[src/hdl/fvlf_pkg.sv]
`timescale 1ns / 1ps
// ---------------------------------------------------------------------------
// fvlf_pkg
// Shared constants, types and reset values for the line filter.
// ---------------------------------------------------------------------------
package fvlf_pkg;

    localparam int TAPS      = 5;
    localparam int SAMPLE_W  = 16;
    localparam int TAP_W     = 16;
    localparam int PROD_W    = SAMPLE_W + TAP_W;
    localparam int PSUM_W    = PROD_W + 1;
    localparam int SUM_W     = 34;
    localparam int FILL_W    = 3;
    localparam int CFG_IDX_W = 3;
    localparam int NPAIR     = (TAPS + 1) / 2;

    typedef logic signed [PROD_W-1:0] prod_arr_t [TAPS];

    // Control handed to every history cell on an accepted item.
    typedef struct packed {
        logic shift;
        logic clear;
    } cell_ctrl_t;

    // Reset value of each coefficient; taps past the fifth start at zero.
    function automatic logic signed [TAP_W-1:0] tap_reset(input int idx);
        logic signed [TAP_W-1:0] val;
        case (idx)
            0:       val = 16'sd1148;
            1:       val = 16'sd8152;
            2:       val = 16'sd14167;
            3:       val = 16'sd8152;
            4:       val = 16'sd1148;
            default: val = '0;
        endcase
        return val;
    endfunction

endpackage

[src/hdl/fvlf_cell.sv]
`timescale 1ns / 1ps
// ---------------------------------------------------------------------------
// fvlf_cell
// One history cell: holds a past sample and registers its tap product.
// ---------------------------------------------------------------------------
module fvlf_cell (
    input  logic                                  clk,
    input  logic                                  rst_n,
    input  fvlf_pkg::cell_ctrl_t                  ctrl,
    input  logic signed [fvlf_pkg::SAMPLE_W-1:0]  d_in,
    input  logic signed [fvlf_pkg::TAP_W-1:0]     tap,
    output logic signed [fvlf_pkg::SAMPLE_W-1:0]  d_out,
    output logic signed [fvlf_pkg::PROD_W-1:0]    prod
);

    logic signed [fvlf_pkg::SAMPLE_W-1:0] hist_reg;
    logic signed [fvlf_pkg::SAMPLE_W-1:0] hist_next;
    logic signed [fvlf_pkg::PROD_W-1:0]   prod_reg;
    logic signed [fvlf_pkg::PROD_W-1:0]   prod_next;

    // The product uses the sample held before this item shifts in.
    always_comb
    begin
        hist_next = hist_reg;
        prod_next = prod_reg;
        if (ctrl.shift)
        begin
            hist_next = ctrl.clear ? '0 : d_in;
            prod_next = fvlf_pkg::PROD_W'(tap * hist_reg);
        end
    end

    always_ff @(posedge clk or negedge rst_n)
    begin
        if (!rst_n)
        begin
            hist_reg <= '0;
        end
        else
        begin
            hist_reg <= hist_next;
        end
    end

    always_ff @(posedge clk)
    begin
        prod_reg <= prod_next;
    end

    assign d_out = hist_reg;
    assign prod  = prod_reg;

endmodule

[src/hdl/fvlf_sum.sv]
`timescale 1ns / 1ps
// ---------------------------------------------------------------------------
// fvlf_sum
// Two-stage adder pipeline: pair sums, then the final 34-bit total.
// ---------------------------------------------------------------------------
module fvlf_sum (
    input  logic                                clk,
    input  logic                                rst_n,
    input  logic                                in_valid,
    output logic                                in_ready,
    input  fvlf_pkg::prod_arr_t                 prod,
    input  logic                                in_last,
    output logic                                out_valid,
    input  logic                                out_ready,
    output logic signed [fvlf_pkg::SUM_W-1:0]   filtered,
    output logic                                line_done
);

    logic signed [fvlf_pkg::PSUM_W-1:0] psum_next [fvlf_pkg::NPAIR];
    logic signed [fvlf_pkg::PSUM_W-1:0] psum_reg  [fvlf_pkg::NPAIR];
    logic                               s2_valid_reg;
    logic                               s2_valid_next;
    logic                               s2_last_reg;
    logic                               s3_valid_reg;
    logic                               s3_valid_next;
    logic                               s3_last_reg;
    logic signed [fvlf_pkg::SUM_W-1:0]  sum_reg;
    logic signed [fvlf_pkg::SUM_W-1:0]  sum_next;
    logic                               s3_ready;
    logic                               s2_load;
    logic                               s3_load;

    assign s3_ready = !s3_valid_reg || out_ready;
    assign in_ready = !s2_valid_reg || s3_ready;
    assign s2_load  = in_valid && in_ready;
    assign s3_load  = s2_valid_reg && s3_ready;

    for (genvar j = 0; j < fvlf_pkg::NPAIR; j++)
    begin : g_pair
        if (2 * j + 1 < fvlf_pkg::TAPS)
        begin : g_two
            assign psum_next[j] = fvlf_pkg::PSUM_W'(prod[2 * j])
                                + fvlf_pkg::PSUM_W'(prod[2 * j + 1]);
        end
        else
        begin : g_one
            assign psum_next[j] = fvlf_pkg::PSUM_W'(prod[2 * j]);
        end
    end

    // Sum wraps modulo 2^34, as the result field does.
    always_comb
    begin
        sum_next = '0;
        for (int j = 0; j < fvlf_pkg::NPAIR; j++)
        begin
            sum_next = sum_next + fvlf_pkg::SUM_W'(psum_reg[j]);
        end
    end

    always_comb
    begin
        s2_valid_next = s2_valid_reg;
        if (in_ready)
        begin
            s2_valid_next = in_valid;
        end
        s3_valid_next = s3_valid_reg;
        if (s3_ready)
        begin
            s3_valid_next = s2_valid_reg;
        end
    end

    always_ff @(posedge clk or negedge rst_n)
    begin
        if (!rst_n)
        begin
            s2_valid_reg <= 1'b0;
            s3_valid_reg <= 1'b0;
        end
        else
        begin
            s2_valid_reg <= s2_valid_next;
            s3_valid_reg <= s3_valid_next;
        end
    end

    always_ff @(posedge clk)
    begin
        if (s2_load)
        begin
            psum_reg    <= psum_next;
            s2_last_reg <= in_last;
        end
        if (s3_load)
        begin
            sum_reg     <= sum_next;
            s3_last_reg <= s2_last_reg;
        end
    end

    assign out_valid = s3_valid_reg;
    assign filtered  = sum_reg;
    assign line_done = s3_last_reg;

endmodule

[src/hdl/fir5_valid_line_filter.sv]
`timescale 1ns / 1ps
// ---------------------------------------------------------------------------
// fir5_valid_line_filter
// Five-tap valid-convolution filter over lines of 16-bit samples.
// ---------------------------------------------------------------------------
// While the output does not stall, the block accepts one sample per clock
// and gives one result per clock once a line has seen five samples. Each
// result passes the product registers (tap 0's beside the row of history
// cells, the others in it), the pair-sum register and the final-sum
// register of the adder pipeline. Every sample of a line shifts one place
// down the cell row; the sample marked as the line's last clears the row
// and the fill count, so a line shorter than five samples gives no result
// at all. The result is the full-precision sum of taps times samples with
// 15 fractional bits, and line_done marks the result caused by a line's
// last sample. Coefficients are written through the configuration port;
// the user must do so only while no item is in flight, as the block does
// not enforce it. A write to an index past the last tap is ignored.
// ---------------------------------------------------------------------------
module fir5_valid_line_filter (
    input  logic                                    clk,
    input  logic                                    rst_n,
    input  logic                                    cfg_write,
    input  logic [fvlf_pkg::CFG_IDX_W-1:0]          cfg_index,
    input  logic [fvlf_pkg::TAP_W-1:0]              cfg_data,
    input  logic                                    in_valid,
    output logic                                    in_ready,
    input  logic signed [fvlf_pkg::SAMPLE_W-1:0]    sample,
    input  logic                                    line_end,
    output logic                                    out_valid,
    input  logic                                    out_ready,
    output logic signed [fvlf_pkg::SUM_W-1:0]       filtered,
    output logic                                    line_done
);

    // Coefficient registers, tap 0 weighting the newest sample.
    logic signed [fvlf_pkg::TAP_W-1:0]    tap_reg  [fvlf_pkg::TAPS];
    logic signed [fvlf_pkg::TAP_W-1:0]    tap_next [fvlf_pkg::TAPS];

    logic [fvlf_pkg::FILL_W-1:0]          fill_reg;
    logic [fvlf_pkg::FILL_W-1:0]          fill_next;
    logic                                 s1_valid_reg;
    logic                                 s1_valid_next;
    logic                                 s1_last_reg;
    logic signed [fvlf_pkg::PROD_W-1:0]   p0_reg;
    logic signed [fvlf_pkg::SAMPLE_W-1:0] hist [fvlf_pkg::TAPS-1];
    fvlf_pkg::prod_arr_t                  prod;
    fvlf_pkg::cell_ctrl_t                 ctrl;
    logic                                 accept;
    logic                                 produce;
    logic                                 sum_ready;

    // An item produces a result only once the history is full.
    assign produce  = (fill_reg == fvlf_pkg::FILL_W'(fvlf_pkg::TAPS - 1));
    assign in_ready = !s1_valid_reg || sum_ready;
    assign accept   = in_valid && in_ready;

    assign ctrl.shift = accept;
    assign ctrl.clear = accept && line_end;

    always_comb
    begin
        for (int i = 0; i < fvlf_pkg::TAPS; i++)
        begin
            tap_next[i] = tap_reg[i];
            if (cfg_write && (cfg_index == fvlf_pkg::CFG_IDX_W'(i)))
            begin
                tap_next[i] = cfg_data;
            end
        end
    end

    always_comb
    begin
        fill_next = fill_reg;
        if (accept)
        begin
            if (line_end)
            begin
                fill_next = '0;
            end
            else if (!produce)
            begin
                fill_next = fill_reg + 1'b1;
            end
        end
    end

    // Stage one holds a result only for items that produce one; it drains
    // when the adder pipeline takes it.
    always_comb
    begin
        s1_valid_next = s1_valid_reg;
        if (accept)
        begin
            s1_valid_next = produce;
        end
        else if (sum_ready)
        begin
            s1_valid_next = 1'b0;
        end
    end

    always_ff @(posedge clk or negedge rst_n)
    begin
        if (!rst_n)
        begin
            for (int i = 0; i < fvlf_pkg::TAPS; i++)
            begin
                tap_reg[i] <= fvlf_pkg::tap_reset(i);
            end
            fill_reg     <= '0;
            s1_valid_reg <= 1'b0;
        end
        else
        begin
            tap_reg      <= tap_next;
            fill_reg     <= fill_next;
            s1_valid_reg <= s1_valid_next;
        end
    end

    // The newest sample meets tap 0 here; the cells cover the older ones.
    always_ff @(posedge clk)
    begin
        if (accept)
        begin
            p0_reg      <= fvlf_pkg::PROD_W'(tap_reg[0] * sample);
            s1_last_reg <= line_end;
        end
    end

    assign prod[0] = p0_reg;

    // Row of history cells: cell k holds the sample k+1 places back.
    for (genvar k = 0; k < fvlf_pkg::TAPS - 1; k++)
    begin : g_cell
        if (k == 0)
        begin : g_head
            fvlf_cell u_cell (
                .clk   (clk),
                .rst_n (rst_n),
                .ctrl  (ctrl),
                .d_in  (sample),
                .tap   (tap_reg[k + 1]),
                .d_out (hist[k]),
                .prod  (prod[k + 1])
            );
        end
        else
        begin : g_body
            fvlf_cell u_cell (
                .clk   (clk),
                .rst_n (rst_n),
                .ctrl  (ctrl),
                .d_in  (hist[k - 1]),
                .tap   (tap_reg[k + 1]),
                .d_out (hist[k]),
                .prod  (prod[k + 1])
            );
        end
    end

    // Pair sums, then the final total, with the output register last.
    fvlf_sum u_sum (
        .clk       (clk),
        .rst_n     (rst_n),
        .in_valid  (s1_valid_reg),
        .in_ready  (sum_ready),
        .prod      (prod),
        .in_last   (s1_last_reg),
        .out_valid (out_valid),
        .out_ready (out_ready),
        .filtered  (filtered),
        .line_done (line_done)
    );

endmodule

[config.mk]
export PLATFORM = sky130hd
export DESIGN_NAME = fir5_valid_line_filter
export DESIGN_NICKNAME = d
export VERILOG_FILES = /design/src/hdl/fvlf_pkg.sv /design/src/hdl/fvlf_cell.sv /design/src/hdl/fvlf_sum.sv /design/src/hdl/fir5_valid_line_filter.sv
export SDC_FILE = /design/constraint.sdc
export NUM_CORES = 2
export LEC_CHECK = 0
export ABC_AREA = 1
export BUFFER_PORTS_ARGS = -buffer_cell sky130_fd_sc_hd__buf_2
export CAP_MARGIN = 20
export CELL_PAD_IN_SITES_DETAIL_PLACEMENT = 0
export CELL_PAD_IN_SITES_GLOBAL_PLACEMENT = 2
export CORE_ASPECT_RATIO = 1.25
export CORE_MARGIN = 2
export CORE_UTILIZATION = 44
export CTS_CLUSTER_SIZE = 8
export DETAILED_ROUTE_END_ITERATION = 8
export GPL_ROUTABILITY_DRIVEN = 1
export PLACE_DENSITY = 0.95
export SKIP_CTS_REPAIR_TIMING = 1
export SYNTH_ARGS = -nofsm -noshare
export SYNTH_HDL_FRONTEND = slang
export SYNTH_HIERARCHICAL = 1
export SYNTH_SLANG_ARGS = --single-unit
export TNS_END_PERCENT = 50
[constraint.sdc]
create_clock -name clk -period 12 [get_ports clk]
set_clock_uncertainty 0.1 [all_clocks]
set_input_delay 1.2 -clock clk [delete_from_list [all_inputs] [get_ports clk]]
set_output_delay 1.2 -clock clk [all_outputs]
set_load 0.02 [all_outputs]
==> results summary <==
For this run, the total global-route usage over all layers was measured as 0.248. The worst setup slack after placement came out at 4680 ps. The synthesis warning total came out at 6. By area the synthesized netlist is led by fa_1 35%, nand2_1 14%, inv_1 14%.

The first global-routing pass estimated 343000 um of wire. The overall via count from detail_route is 58500. The maximum achievable frequency is 149 MHz. Synthesis handed over a netlist of 9847 instances. The remaining antenna violation count after routing came out at 0. The number of stages on the worst hold path came out at 0. The number of hold violations in the final report came out at 0. In the synthesized netlist the dominant register cell turns out to be edfxtp_1.

The clock transition time at the flip-flop clock pins of the worst setup and hold paths came out at 60 ps. For the worst-skew pair, the clock arrives at the later sink with an insertion delay of 700 ps. The kind of start point of the critical path is a flop.

The run finished with clean final reports. The final net count came out at 11600. The area overhead of the layout relative to synthesis is 5.87%. 78 I/O pins were placed. Setup repair after global routing left no endpoint under its margin. The initial antenna violation count is 19. The per-cell routed wire length is 17.6 um. The largest net degree at the start of global routing came out at 150. The critical path in this run is classified as reg -> reg. The setup TNS came out at 0 ps. The final worst slack is 5280 ps. The vias per cell is 4.84. The chip height is 471 um. TritonCTS built the clock tree. The die span in x is 378 um. The floorplan step defined a die boundary enclosing 0.178 mm^2.

The area share of the largest cell type after synthesis came out at 0.350. The async set or reset register ratio after synthesis is 0.337. The highest fanout seen on the critical path came out at 18. Of all cell types, the one taking the most synthesized area is fa_1. The clock tree buffer depth is 3. The number of unique standard cell types used by synthesis came out at 37. Clock tree synthesis found a total of 445 sinks. The total half-perimeter wirelength after legalization and detailed placement came out at 177000 um. The count of filler cells inserted in the layout came out at 17400. The count of cells along the worst register-to-register path is 20. The remaining routing DRC violations is 0. The total CTS buffers is 69. The post-synthesis instance area is 0.0769 mm^2. The congestion estimate from routability-driven global placement came to 0.914.

The number of flip-flops under the largest register name came out at 98. The register bit total from synthesis is 445. The root buffer cell chosen for the clock tree is clkbuf_16. The worst setup path is captured at a flop. Of the synthesized area, sequential elements account for 0.165.

The mean post-synth cell area came out at 7.81 um^2. The routed wire length came out at 212000 um. The fraction of final layout cells with drive strength greater than 1 came out at 0.0445. The H-tree depth is 3.

In this run the worst hold path is classified as reg -> reg. The worst pin sits at a relative slew slack of 0.293. The max capacitance violation total is 0. Dividing the final minimum period by the clock period gives 0.560. The required time of the critical path is 12230 ps. The final max-slew violation count is 0.

The endpoint arrival time on the critical path is 6950 ps. The initial core utilization came out at 0.443. The standard-cell row count came out at 171.

The first-pass iteration count of the detailed router is 6. The clock period could shrink to 6720 ps. The number of DRC markers after the initial detailed-route iteration came out at 3395. At the pin with the least slew margin, the transition time is 1060 ps. The number of nets in the synthesized netlist is 11700. The final count of negative-setup-slack endpoints is 0.

The number of global-route vias before repair is 63100. The number of port buffers is 77. The region available for standard cell placement spans 0.174 mm^2. The number of synthesized flops with an enable pin is 295.

The total congestion overflow after global routing came out at 0.
path summary, 6_finish.rpt:
check	start	endpoint	slack (ps)
max	g_cell[0].g_head.u_cell/d_out[5]$_DFFE_PN0P_	g_cell[0].g_head.u_cell/prod[31]$_DFFE_PP_	5280
min	g_cell[3].g_body.u_cell/prod[8]$_DFFE_PP_	u_sum/psum_reg[8]$_DFFE_PP_	300
max reg2reg	g_cell[0].g_head.u_cell/d_out[5]$_DFFE_PN0P_	g_cell[0].g_head.u_cell/prod[31]$_DFFE_PP_	5280
min reg2reg	g_cell[3].g_body.u_cell/prod[8]$_DFFE_PP_	u_sum/psum_reg[8]$_DFFE_PP_	300
max in group asynchronous	rst_n	u_sum/out_valid$_DFFE_PN0P_	9780
min in group asynchronous	rst_n	tap_reg[79]$_DFFE_PN0P_	420
cell usage in the layout (no fill, tap or decap), types with 3 or more instances in the layout:
cell type	netlist	final
o21a_1	4	4
edfxtp_1	295	295
nand2_1	2857	2857
a21o_1	10	10
dfstp_2	40	40
nor3_2	15	15
nand3_1	314	314
xor2_1	122	122
fa_1	1346	1346
nor2_1	327	326
o21bai_1	33	33
a21oi_2	9	9
nor3_1	37	37
clkbuf_8	0	3
inv_2	32	32
or2_2	17	17
o21ai_0	178	178
nand2_2	61	61
clkinv_16	0	4
nor2_4	14	14
a21oi_1	168	167
dfrtp_1	110	110
nand3b_1	14	14
xnor2_1	12	12
nand4_1	71	71
buf_2	0	76
clkbuf_1	329	32
nand3_2	14	14
or2_1	5	5
o21ai_1	8	8
nor2_2	32	33
clkbuf_16	0	71
buf_4	0	33
inv_1	2856	2854
clkinv_1	1	3
ha_1	508	508
and2_1	3	3
cells by family (layout without fill, tap and decap cells):
family | Yosys count | after routing | synth area share
AOI/OAI and AO/OA | 413 | 413 | 0.0289
xor gates and xnor gates | 134 | 134 | 0.0153
adders and majority gates | 1854 | 1854 | 0.433
buffers and inverters | 3220 | 3119 | 0.157
DFF | 445 | 445 | 0.165
other | 0 | 1 | 0
and+or+nand+nor | 3781 | 3781 | 0.201
Yosys cell counts, types with 9 or more instances:
cell	number
nand3b_1	14
xnor2_1	12
inv_2	32
nor3_2	15
nand2_1	2857
nor2_4	14
o21bai_1	33
xor2_1	122
edfxtp_1	295
nand3_2	14
dfrtp_1	110
a21oi_1	168
or2_2	17
a21oi_2	9
nor2_2	32
clkbuf_1	329
fa_1	1346
o21ai_0	178
a21o_1	10
dfstp_2	40
inv_1	2856
nand2_2	61
ha_1	508
nor2_1	327
nand3_1	314
nor3_1	37
nand4_1	71
metal layers:
metal,part of all wire,vias up,global-route usage
met4,0.028,0,0.0700
met5,0,-,0
li1,-,28000,-
met1,0.42,28900,0.311
met3,0.045,305,0.0261
met2,0.51,1281,0.449
metrics by stage:
stage / instances / hold WS [ps] / utilization / instance area (um^2)
2_1_floorplan: 9847 / 300 / - / 76900
3_3_place_gp: 12000 / 303 / 0.456 / 79200
3_5_place_dp: 12000 / 305 / 0.456 / 79300
4_1_cts: 12100 / 287 / 0.468 / 81400
5_1_grt: 12100 / 306 / 0.469 / 81400
6_report: 12100 / 297 / 0.469 / 81400
layout make-up:
class | count | area (um^2) | area share
well taps | 2335 | 2920 | 0.0359
diodes | 1 | 2.50 | 0.0000307
repair buffers | 112 | 669 | 0.00822
clock inverters | 11 | 199 | 0.00244
inverters | 2890 | 10900 | 0.133
clock buffers | 106 | 1940 | 0.0238
multi-input cells | 6182 | 52200 | 0.641
flip-flops and latches | 445 | 12700 | 0.156
worst max-delay path, cell delays in order, from the launching register on:
cell and delay [ps]:
dfrtp_1 1020, nand2_1 270, fa_1 570, inv_1 70
fa_1 740, fa_1 560, inv_1 120, fa_1 440
fa_1 520, fa_1 550, inv_1 50, ha_1 390
nand2_1 110, nor2_1 140, nand2_1 90, nor3_1 130
nand2_1 120, inv_1 70, nor2_1 40, nand2_1 50
nand2_1 180
Power is left out: the tool's default activity adds up to more than one toggle a clock period on the data nets, which glitch-free logic cannot reach.
